**src/sv/cle_pkg.sv**
```systemverilog
// ----------------------------------------------------------------------------
// Console line editor package
// Shared constants: key codes, printable range, capacity and reset defaults.
// ----------------------------------------------------------------------------
`timescale 1ns / 1ps
`default_nettype none

package cle_pkg;

  localparam int unsigned LineCapacityDef = 64;

  localparam int unsigned ModeW = 3;
  localparam int unsigned KeyW  = 8;
  localparam int unsigned FldW  = 7;

  localparam logic [ModeW-1:0] ModeChar  = 3'd0;
  localparam logic [ModeW-1:0] ModeLeft  = 3'd1;
  localparam logic [ModeW-1:0] ModeRight = 3'd2;
  localparam logic [ModeW-1:0] ModeBack  = 3'd3;
  localparam logic [ModeW-1:0] ModeDel   = 3'd4;
  localparam logic [ModeW-1:0] ModeEnter = 3'd5;

  localparam logic [KeyW-1:0] CharLow  = 8'h20;
  localparam logic [KeyW-1:0] CharHigh = 8'h7e;

  localparam logic [FldW-1:0] MaxCursorRst = 7'd63;

endpackage

`default_nettype wire

```
**src/sv/console_line_editor.sv**
```systemverilog
// ----------------------------------------------------------------------------
// Console line editor
// Key-driven line buffer with cursor; emits the line character by character
// on enter.
// ----------------------------------------------------------------------------
// A transaction is taken when start is high and busy is low; busy then stays
// high until the event is done. All work goes through one line memory with a
// single write port and a registered read port. Cursor moves, refused
// insertions and unknown modes go straight to the status result. An insertion
// shifts the characters from the cursor to the end up by one, a backspace or
// delete shifts those after the removed position down by one, and enter emits
// the line one character per result (an empty line gives one marker result).
// Each result shows for one cycle on res_valid_o and cannot be held off. The
// last result's strobe may overlap the next accepted transaction.
`timescale 1ns / 1ps
`default_nettype none

module console_line_editor #(
  parameter int unsigned LINE_CAPACITY = cle_pkg::LineCapacityDef
) (
  input  wire logic                      clk_i,
  input  wire logic                      rst_ni,
  input  wire logic                      start,
  output logic                           busy,
  input  wire logic [cle_pkg::ModeW-1:0] mode_i,
  input  wire logic [cle_pkg::KeyW-1:0]  key_char_i,
  input  wire logic                      cfg_we_i,
  input  wire logic [cle_pkg::FldW-1:0]  cfg_wdata_i,
  output logic                           res_valid_o,
  output logic [cle_pkg::FldW-1:0]       cursor_o,
  output logic [cle_pkg::FldW-1:0]       length_o,
  output logic [cle_pkg::FldW-1:0]       char_out_o,
  output logic                           char_valid_o,
  output logic                           line_done_o,
  output logic                           last_o
);
  import cle_pkg::*;

  localparam int unsigned AW = $clog2(LINE_CAPACITY);
  localparam int unsigned CW = $clog2(LINE_CAPACITY + 1);
  localparam logic [CW-1:0] CapCnt = CW'(LINE_CAPACITY);

  typedef enum logic [2:0] {
    S_IDLE,
    S_INS_RD,
    S_INS_WR,
    S_DEL_RD,
    S_DEL_WR,
    S_OUT_RD,
    S_OUT_EMIT,
    S_STATUS
  } state_e;

  state_e          state_q;
  logic [CW-1:0]   cur_q;
  logic [CW-1:0]   len_q;
  logic [AW-1:0]   ptr_q;
  logic [FldW-1:0] key_q;
  logic [FldW-1:0] max_cursor_q;
  logic            marker_q;

  logic [FldW-1:0] mem_q [LINE_CAPACITY];
  logic [FldW-1:0] rdata_q;
  logic            mem_we;
  logic [AW-1:0]   mem_wa;
  logic [AW-1:0]   mem_ra;
  logic [FldW-1:0] mem_wd;

  logic            key_ok;
  logic            ins_done;
  logic            del_done;
  logic            out_last;

  assign busy     = (state_q != S_IDLE);
  assign key_ok   = (key_char_i >= CharLow) && (key_char_i <= CharHigh);
  assign ins_done = (CW'(ptr_q) == cur_q);
  assign del_done = ((CW'(ptr_q) + CW'(1)) >= len_q);
  assign out_last = ((CW'(ptr_q) + CW'(1)) == len_q);

  // memory port control
  always_comb begin
    mem_we = 1'b0;
    mem_wa = ptr_q;
    mem_wd = rdata_q;
    mem_ra = ptr_q;
    unique case (state_q)
      S_INS_RD: begin
        mem_ra = ptr_q - AW'(1);
        if (ins_done) begin
          mem_we = 1'b1;
          mem_wd = key_q;
        end
      end
      S_INS_WR: mem_we = 1'b1;
      S_DEL_RD: mem_ra = ptr_q + AW'(1);
      S_DEL_WR: mem_we = 1'b1;
      default: ;
    endcase
  end

  always_ff @(posedge clk_i) begin
    if (mem_we) begin
      mem_q[mem_wa] <= mem_wd;
    end
    rdata_q <= mem_q[mem_ra];
  end

  always_ff @(posedge clk_i or negedge rst_ni) begin
    if (!rst_ni) begin
      state_q      <= S_IDLE;
      cur_q        <= '0;
      len_q        <= '0;
      ptr_q        <= '0;
      key_q        <= '0;
      marker_q     <= 1'b0;
      max_cursor_q <= MaxCursorRst;
      res_valid_o  <= 1'b0;
      cursor_o     <= '0;
      length_o     <= '0;
      char_out_o   <= '0;
      char_valid_o <= 1'b0;
      line_done_o  <= 1'b0;
      last_o       <= 1'b0;
    end else begin
      res_valid_o <= 1'b0;
      if (cfg_we_i) begin
        max_cursor_q <= cfg_wdata_i;
      end
      unique case (state_q)
        S_IDLE: begin
          if (start) begin
            key_q    <= key_char_i[FldW-1:0];
            marker_q <= 1'b0;
            state_q  <= S_STATUS;
            unique case (mode_i)
              ModeChar: begin
                if (key_ok && (FldW'(cur_q) <= max_cursor_q) && (len_q < CapCnt)) begin
                  ptr_q   <= len_q[AW-1:0];
                  state_q <= S_INS_RD;
                end
              end
              ModeLeft: begin
                if (cur_q != '0) cur_q <= cur_q - CW'(1);
              end
              ModeRight: begin
                if (cur_q < len_q) cur_q <= cur_q + CW'(1);
              end
              ModeBack: begin
                if (cur_q != '0) begin
                  cur_q   <= cur_q - CW'(1);
                  ptr_q   <= AW'(cur_q - CW'(1));
                  state_q <= S_DEL_RD;
                end
              end
              ModeDel: begin
                if (cur_q < len_q) begin
                  ptr_q   <= AW'(cur_q);
                  state_q <= S_DEL_RD;
                end
              end
              ModeEnter: begin
                ptr_q <= '0;
                if (len_q == '0) begin
                  marker_q <= 1'b1;
                end else begin
                  state_q <= S_OUT_RD;
                end
              end
              default: ;
            endcase
          end
        end
        S_INS_RD: begin
          if (ins_done) begin
            cur_q   <= cur_q + CW'(1);
            len_q   <= len_q + CW'(1);
            state_q <= S_STATUS;
          end else begin
            state_q <= S_INS_WR;
          end
        end
        S_INS_WR: begin
          ptr_q   <= ptr_q - AW'(1);
          state_q <= S_INS_RD;
        end
        S_DEL_RD: begin
          if (del_done) begin
            len_q   <= len_q - CW'(1);
            state_q <= S_STATUS;
          end else begin
            state_q <= S_DEL_WR;
          end
        end
        S_DEL_WR: begin
          ptr_q   <= ptr_q + AW'(1);
          state_q <= S_DEL_RD;
        end
        S_OUT_RD: state_q <= S_OUT_EMIT;
        S_OUT_EMIT: begin
          res_valid_o  <= 1'b1;
          cursor_o     <= '0;
          length_o     <= '0;
          char_out_o   <= rdata_q;
          char_valid_o <= 1'b1;
          line_done_o  <= 1'b1;
          last_o       <= out_last;
          if (out_last) begin
            cur_q   <= '0;
            len_q   <= '0;
            state_q <= S_IDLE;
          end else begin
            ptr_q   <= ptr_q + AW'(1);
            state_q <= S_OUT_RD;
          end
        end
        S_STATUS: begin
          // plain status, or the empty-line marker on enter
          res_valid_o  <= 1'b1;
          cursor_o     <= FldW'(cur_q);
          length_o     <= FldW'(len_q);
          char_out_o   <= '0;
          char_valid_o <= 1'b0;
          line_done_o  <= marker_q;
          last_o       <= 1'b1;
          state_q      <= S_IDLE;
        end
        default: state_q <= S_IDLE;
      endcase
    end
  end

  a_cur_within_len: assert property (@(posedge clk_i) disable iff (!rst_ni)
    cur_q <= len_q) else $error("cursor beyond line length");

  a_len_within_cap: assert property (@(posedge clk_i) disable iff (!rst_ni)
    len_q <= CapCnt) else $error("line length beyond capacity");

  a_status_is_last: assert property (@(posedge clk_i) disable iff (!rst_ni)
    res_valid_o && !line_done_o |-> last_o && !char_valid_o)
    else $error("status result not final");

  a_accept_busy: assert property (@(posedge clk_i) disable iff (!rst_ni)
    start && !busy |=> busy) else $error("accepted transaction did not raise busy");

endmodule

`default_nettype wire

```
**config.mk**
```make
export PLATFORM = sky130hd
export DESIGN_NAME = console_line_editor
export DESIGN_NICKNAME = d
export VERILOG_FILES = /design/src/sv/cle_pkg.sv /design/src/sv/console_line_editor.sv
export SDC_FILE = /design/constraint.sdc
export NUM_CORES = 1
export LEC_CHECK = 0
export BUFFER_PORTS_ARGS = -buffer_cell sky130_fd_sc_hd__buf_2
export CORE_MARGIN = 2
export CORE_UTILIZATION = 35
export DETAILED_ROUTE_END_ITERATION = 12
export MAX_ROUTING_LAYER = met4
export PLACE_DENSITY = 0.53
export SLEW_MARGIN = 20
export SYNTH_ARGS = -nofsm -noshare
export SYNTH_HDL_FRONTEND = slang
export SYNTH_SLANG_ARGS = --single-unit
```
**constraint.sdc**
```tcl
create_clock -name clk_i -period 3.45 [get_ports clk_i]
set_input_delay 0.345 -clock clk_i [delete_from_list [all_inputs] [get_ports clk_i]]
set_output_delay 0.345 -clock clk_i [all_outputs]
set_load 0.1 [all_outputs]
```
Word-level counts from Yosys, hierarchy flattened
Memory sizes are Yosys's and may differ from the RTL's. A register that Yosys moved wholly into a read port is not among the register bits.
Cells that the tools add are included.
{"block": "totals", "ff_bits": 63, "ramBits": 448, "inputBits": 22, "out_inout_bits": 26, "word_cells": 116, "memories": 1}
{"block": "op_classes", "addsub": 7, "n_lt_le_gt_ge": 6, "eq_ne": 26, "mux": 43, "reduce_logical": 19}
{"memory": "mem_q", "words": 64, "word_bits": 7, "rd": 1, "rd_ports_with_merged_regs": 1, "write_ports": 1, "line_no": "console_line_editor.sv:62", "text": "logic [FldW-1:0] mem_q [LINE_CAPACITY];"}
{"operator": "$mux 7", "n": 9}
{"operator": "$pmux 7 s2", "n": 4}
{"operator": "$pmux 6 s4", "n": 2}
{"operator": "$pmux 7 s3", "n": 2}
{"operator": "$mux 6", "n": 5}
{"operator": "$pmux 3 s8", "n": 1}
{"operator": "$eq 3x3->1 const B", "n": 6}
{"operator": "$mux 3", "n": 6}
{"operator": "$ne 3x3->1 const B", "n": 5}
{"operator": "$add 7x1->7 const B", "n": 2}
{"operator": "$reduce_and 7->1", "n": 2}
{"operator": "$sub 7x1->7 const B", "n": 2}
{"operator": "$eq 3x2->1 const B", "n": 4}
{"operator": "$pmux 3 s4", "n": 1}
{"operator": "$pmux 6 s2", "n": 1}
{"operator": "$ne 2x2->1 const B", "n": 5}
{"operator": "$reduce_bool 3->1", "n": 3}
{"operator": "$ge 8x6->1 const B", "n": 1}
{"operator": "$le 8x7->1 const B", "n": 1}
{"operator": "$pmux 1 s2", "n": 4}
{"operator": "$add 6x1->7 const B", "n": 1}
{"operator": "$eq 6x7->1", "n": 1}
{"operator": "$eq 7x7->1", "n": 1}
{"operator": "$ge 7x7->1", "n": 1}
{"operator": "other kinds (19)", "n": 31}

Depth between registers and ports, before layout
{"block": "depth", "ltp_word": 8, "depth_mapped": 14, "mapped_depth_nobuf": 12}

Worst setup path after synthesis
No wires, ideal clock.
{"block": "synth_timing", "path_kind": "register -> register", "start": "register state_q[2]", "end": "register cur_q[4]", "setup_ns": 0.135, "arrival_ns": 2.723, "required_ns": 3.315, "setup_slack_ns": 0.592, "path_stages_with_launch": 10, "n_path_buf": 3, "period_less_slack_ns": 2.858, "path_cell_list": "dfrtp_1 > clkbuf_1 > or3_1 > clkbuf_1 > nor3_1 > a211oi_1 > o31ai_1 > clkbuf_1 > o21ai_0 > o31ai_1"}
{"block": "synth_via", "elab_chain_cells": 3, "word_cells_on_any_way": 12, "classes_between": "eq/ne: 8; mux: 1; reduce/logical: 3"}
{"item": "start, declared", "line_no": "console_line_editor.sv:54", "text": "state_e state_q;"}
{"item": "start signal, assigned", "line_no": "console_line_editor.sv:110", "text": "state_q <= S_IDLE;"}
{"item": "start signal, assigned", "line_no": "console_line_editor.sv:134", "text": "state_q <= S_STATUS;"}
{"item": "start signal, assigned", "line_no": "console_line_editor.sv:139", "text": "state_q <= S_INS_RD;"}
{"item": "$eq 3x3->1 (tied with other cells)", "line_no": "console_line_editor.sv:129", "text": "unique case (state_q)"}
{"item": "$ne 2x2->1 (no line) (tied with other cells)"}
{"item": "$reduce_and 7->1 (no line)"}
{"item": "end signal, assigned", "line_no": "console_line_editor.sv:143", "text": "if (cur_q != '0) cur_q <= cur_q - CW'(1);"}
{"item": "end signal, assigned", "line_no": "console_line_editor.sv:146", "text": "if (cur_q < len_q) cur_q <= cur_q + CW'(1);"}
{"item": "end signal, assigned", "line_no": "console_line_editor.sv:150", "text": "cur_q <= cur_q - CW'(1);"}
{"item": "end, declared", "line_no": "console_line_editor.sv:55", "text": "logic [CW-1:0] cur_q;"}
Several ways; a longest one is shown, not always the timed one.
A chain may end at the register's enable or synchronous reset.

Worst setup path after layout
{"block": "layout_timing", "start": "register ptr_q[1] (netlist: mem_wa[1])", "end": "register rdata_q[4] (read register of mem_q)"}
{"block": "layout_via", "elab_chain_cells": 2, "word_cells_on_any_way": 3, "classes_between": "add/sub: 2; mux: 1"}
{"item": "start, declared", "line_no": "console_line_editor.sv:57", "text": "logic [AW-1:0] ptr_q;"}
{"item": "start signal, assigned", "line_no": "console_line_editor.sv:138", "text": "ptr_q <= len_q[AW-1:0];"}
{"item": "start signal, assigned", "line_no": "console_line_editor.sv:151", "text": "ptr_q <= AW'(cur_q - CW'(1));"}
{"item": "start signal, assigned", "line_no": "console_line_editor.sv:157", "text": "ptr_q <= AW'(cur_q);"}
{"item": "$add 6x1->6 or $sub 6x1->6 (tied branches)", "line_no": "console_line_editor.sv:95, console_line_editor.sv:88"}
{"item": "$pmux 6 s2 *", "line_no": "console_line_editor.sv:86", "text": "unique case (state_q)"}
{"item": "end, declared", "line_no": "console_line_editor.sv:63", "text": "logic [FldW-1:0] rdata_q;"}
Mark *: on every way between the ends. The rest lies on a longest branch, timed or not.

==> flow_metrics.env <==
export IMPL_crit_start="mem_wa[1]$_DFFE_PN0P_"
export IMPL_yosys_area_share_adder=0.0162
export IMPL_tns_ps=0
export IMPL_power_switching_mw=14.6
export IMPL_post_dp_hpwl_um=48000
export IMPL_drtAntennaViolNets=0
export IMPL_async_flop_share=0.122
export IMPL_cp_start_kind="flop"
export IMPL_ir_drop_mv=0.788
export IMPL_r2r_slack_ps=90
export IMPL_synth_warnings=0
export IMPL_num_io_pins=48
export IMPL_power_leakage_nw=10.2
export IMPL_die_height_um=268
export IMPL_dr_pass1_iters=5
export IMPL_clk_pin_slew_worst_paths_ps=60
export IMPL_syn_area_per_cell_um2=12.2
export IMPL_antenna_found_initial=0
export IMPL_setup_viol=0
export IMPL_numCtsBuffers=56
export IMPL_grt_pass1_vias=17000
export IMPL_synth_top_family_by_area="simple AND/OR/NAND/NOR gates"
export IMPL_power_frac_seq=0.272
export IMPL_grt_pass1_wl_um=112000
export IMPL_power_density_mw_per_mm2=1120
export IMPL_finalWirelength_um=75500
export IMPL_synth_simple_gate_area_frac=0.125
export IMPL_rows=96
export IMPL_finalHoldViolCount=0
export IMPL_syn_inst=2012
export IMPL_synth_area_leaders="edfxtp_1, nand2_1, dfrtp_1, mux2i_1, a32oi_1"
export IMPL_dpl_worst_slack_ps=94.7
export IMPL_ys_flop_type="edfxtp_1"
export IMPL_grt_max_degree=104
export IMPL_synth_xor_xnor_area_share=0.00895
export IMPL_route_detailed_drc=0
export IMPL_clock_latency_ps=630
export IMPL_reg2reg_from="mem_wa[1]$_DFFE_PN0P_"
export IMPL_drt_iter0_markers=1939
export IMPL_synth_cell_type_count=86
export IMPL_internal_power_mw=17.2
export IMPL_finalCriticalPeriod_ps=3360
export IMPL_end_kind="flop"
export IMPL_coreArea_mm2=0.0689
export IMPL_maxCapViolCount=0
export IMPL_synth_top_area_cell="edfxtp_1"
export IMPL_port_buffers=47
export IMPL_clock_sinks=518
export IMPL_slew_headroom=0.372
export IMPL_synth_edf_count=448
export IMPL_hp_class="primary input to flop"
export IMPL_n_antenna_cell=0
export IMPL_gp_congestion=0.899
export IMPL_crit_type="flop to flop"
export IMPL_vias=17400
export IMPL_power_mw=31.8
export IMPL_crit_arrival_ps=3810
export IMPL_dieArea_mm2=0.0721
export IMPL_min_from="cfg_we_i"
export IMPL_mappedNetlistNets=2065
export IMPL_timing_final_ws_setup_ps=93.7
export IMPL_synth_compound_area_frac=0.121
export IMPL_synth_seq_area_share=0.620
export IMPL_required_ps=3910
export IMPL_skew_ps=40.7
export IMPL_ys_ff_latch=518
export IMPL_crit_fanout=17
export IMPL_cts_buffer_depth=3
export IMPL_wl_per_cell_um=24.3
export IMPL_grt_setup_unrepaired="false"
export IMPL_worst_slew_pin_slew_ps=918
export IMPL_postCtsSetupRepairBufs=0
export IMPL_viasPerCell=5.60
export IMPL_max_freq_mhz=298
export IMPL_drive_gt1_frac=0.160
export IMPL_syn2layout_area_growth_pct=16.4
export IMPL_drv_slew=0
export IMPL_yosysMostFrequentCell="edfxtp_1"
export IMPL_share_comb_of_total_power=0.531
export IMPL_fin_nets=2180
export IMPL_cts_tree="built"
export IMPL_p_clk_frac=0.197
export IMPL_cts_root_buf="clkbuf_16"
export IMPL_dieWidth_um=268
export IMPL_start_util=0.355
export IMPL_synth_top_area_share=0.550
export IMPL_synthMuxAreaShare=0.0766
export IMPL_htree_levels=2
export IMPL_syn_area_mm2=0.0245
export IMPL_ys_top_cells_by_count="edfxtp_1, nand2_1, mux2i_1"
export IMPL_switching_share=0.459
export IMPL_grt_total_usage=0.215
export IMPL_status="completed"
export IMPL_timing_final_crit_share=0.973
export IMPL_grt_ovfl_total=0
==> metrics by stage <==
| stage | utilization | cell area [um2] | std cells | hold WS (ps) |
|---|---|---|---|---|
| after floorplan | - | 24500 | 2012 | 49.4 |
| after global placement | 0.383 | 26400 | 2987 | 448 |
| after detailed placement | 0.383 | 26400 | 2987 | 453 |
| after CTS | 0.413 | 28500 | 3106 | 12.7 |
| after global routing | 0.413 | 28500 | 3106 | 44.7 |
| final | 0.413 | 28500 | 3106 | 49.7 |
==> kinds of logic (layout without fill, tap and decap cells) <==
family                     after synthesis  after routing
AOI/OAI and AO/OA                      389            389
xor gates and xnor gates                22             22
adders and majority gates               31             31
buffers and inverters                  167            330
DFF                                    518            518
muxes                                  177            177
and+or+nand+nor                        708            708
==> cell type report <==
type                            instances  area (um2)
Fill cell                            6459       40500
Sequential cell                       518       15200
Multi-Input combinational cell       1327        8580
Timing Repair Buffer                  197        1540
Clock buffer                           68        1470
Tap cell                              931        1160
Clock inverter                         38         452
Inverter                               27         101
==> power groups by stage <==
stage	combinational (mW)	sequential, mW	clock, mW
2_1_floorplan	10.2	9.28	0
3_5_place_dp	16.8	8.77	0
6_report	16.9	8.65	6.26
5_1_grt	18.0	8.70	6.64
4_1_cts	16.8	8.65	6.39
3_3_place_gp	16.6	8.77	0
==> sequential cells by signal, indices dropped and copies added, names as in the netlist <==
signal / count
mem_q: 448
char_out_o: 7
cur_q: 7
cursor_o: 7
key_q: 7
len_q: 7
length_o: 7
max_cursor_q: 7
rdata_q: 7
mem_wa: 6
state_q: 3
char_valid_o: 1
last_o: 1
line_done_o: 1
marker_q: 1
res_valid_o: 1
==> placed cells by master (no fill, tap or decap), types with 19 or more instances in the layout <==
cell type,count
edfxtp_1,448
nand2_1,417
mux2i_1,139
buf_4,124
nor2_1,102
nand3_1,78
clkbuf_16,57
dfrtp_1,56
a32oi_1,54
o21ai_0,47
buf_2,47
a21oi_1,42
mux2_2,33
ha_1,30
inv_1,26
o221ai_1,26
a311oi_1,25
a32o_1,24
a22oi_1,21
a211oi_1,20
a31oi_1,19
==> repair_timing <==
item / in CTS / in global routing
hold buffers: 13 / 0
resized for setup: 0 / 6
endpoints found under the hold margin: 35 / 0
endpoints found under the setup margin: 0 / 7
==> per-layer routing <==
layer / part of all wire / global-route usage
met5: 0 / -
met4: 0.026 / 0.0614
met3: 0.062 / 0.0332
met2: 0.47 / 0.341
met1: 0.44 / 0.285
==> critical path, cell delays in order (launching register included) <==
cell	delay, ps
dfrtp_4	530
inv_1	160
ha_1	230
mux2i_1	140
or3_1	370
nand2_2	350
buf_4	350
a31oi_1	130
a22o_1	290
a22oi_1	460
nand4_1	170
==> worst paths after layout <==
path	depth (start not counted)	end
min in group asynchronous	2	cursor_o[2]$_DFFE_PN0P_
worst max register to register	10	rdata_q[4]$_DFF_P_
max in group asynchronous	3	length_o[5]$_DFFE_PN0P_
worst min register to register	2	cursor_o[6]$_DFFE_PN0P_
worst max-delay path	10	rdata_q[4]$_DFF_P_
worst min-delay path	2	max_cursor_q[5]$_DFFE_PN1P_
No activity file was read; power rests on OpenSTA's default activity.
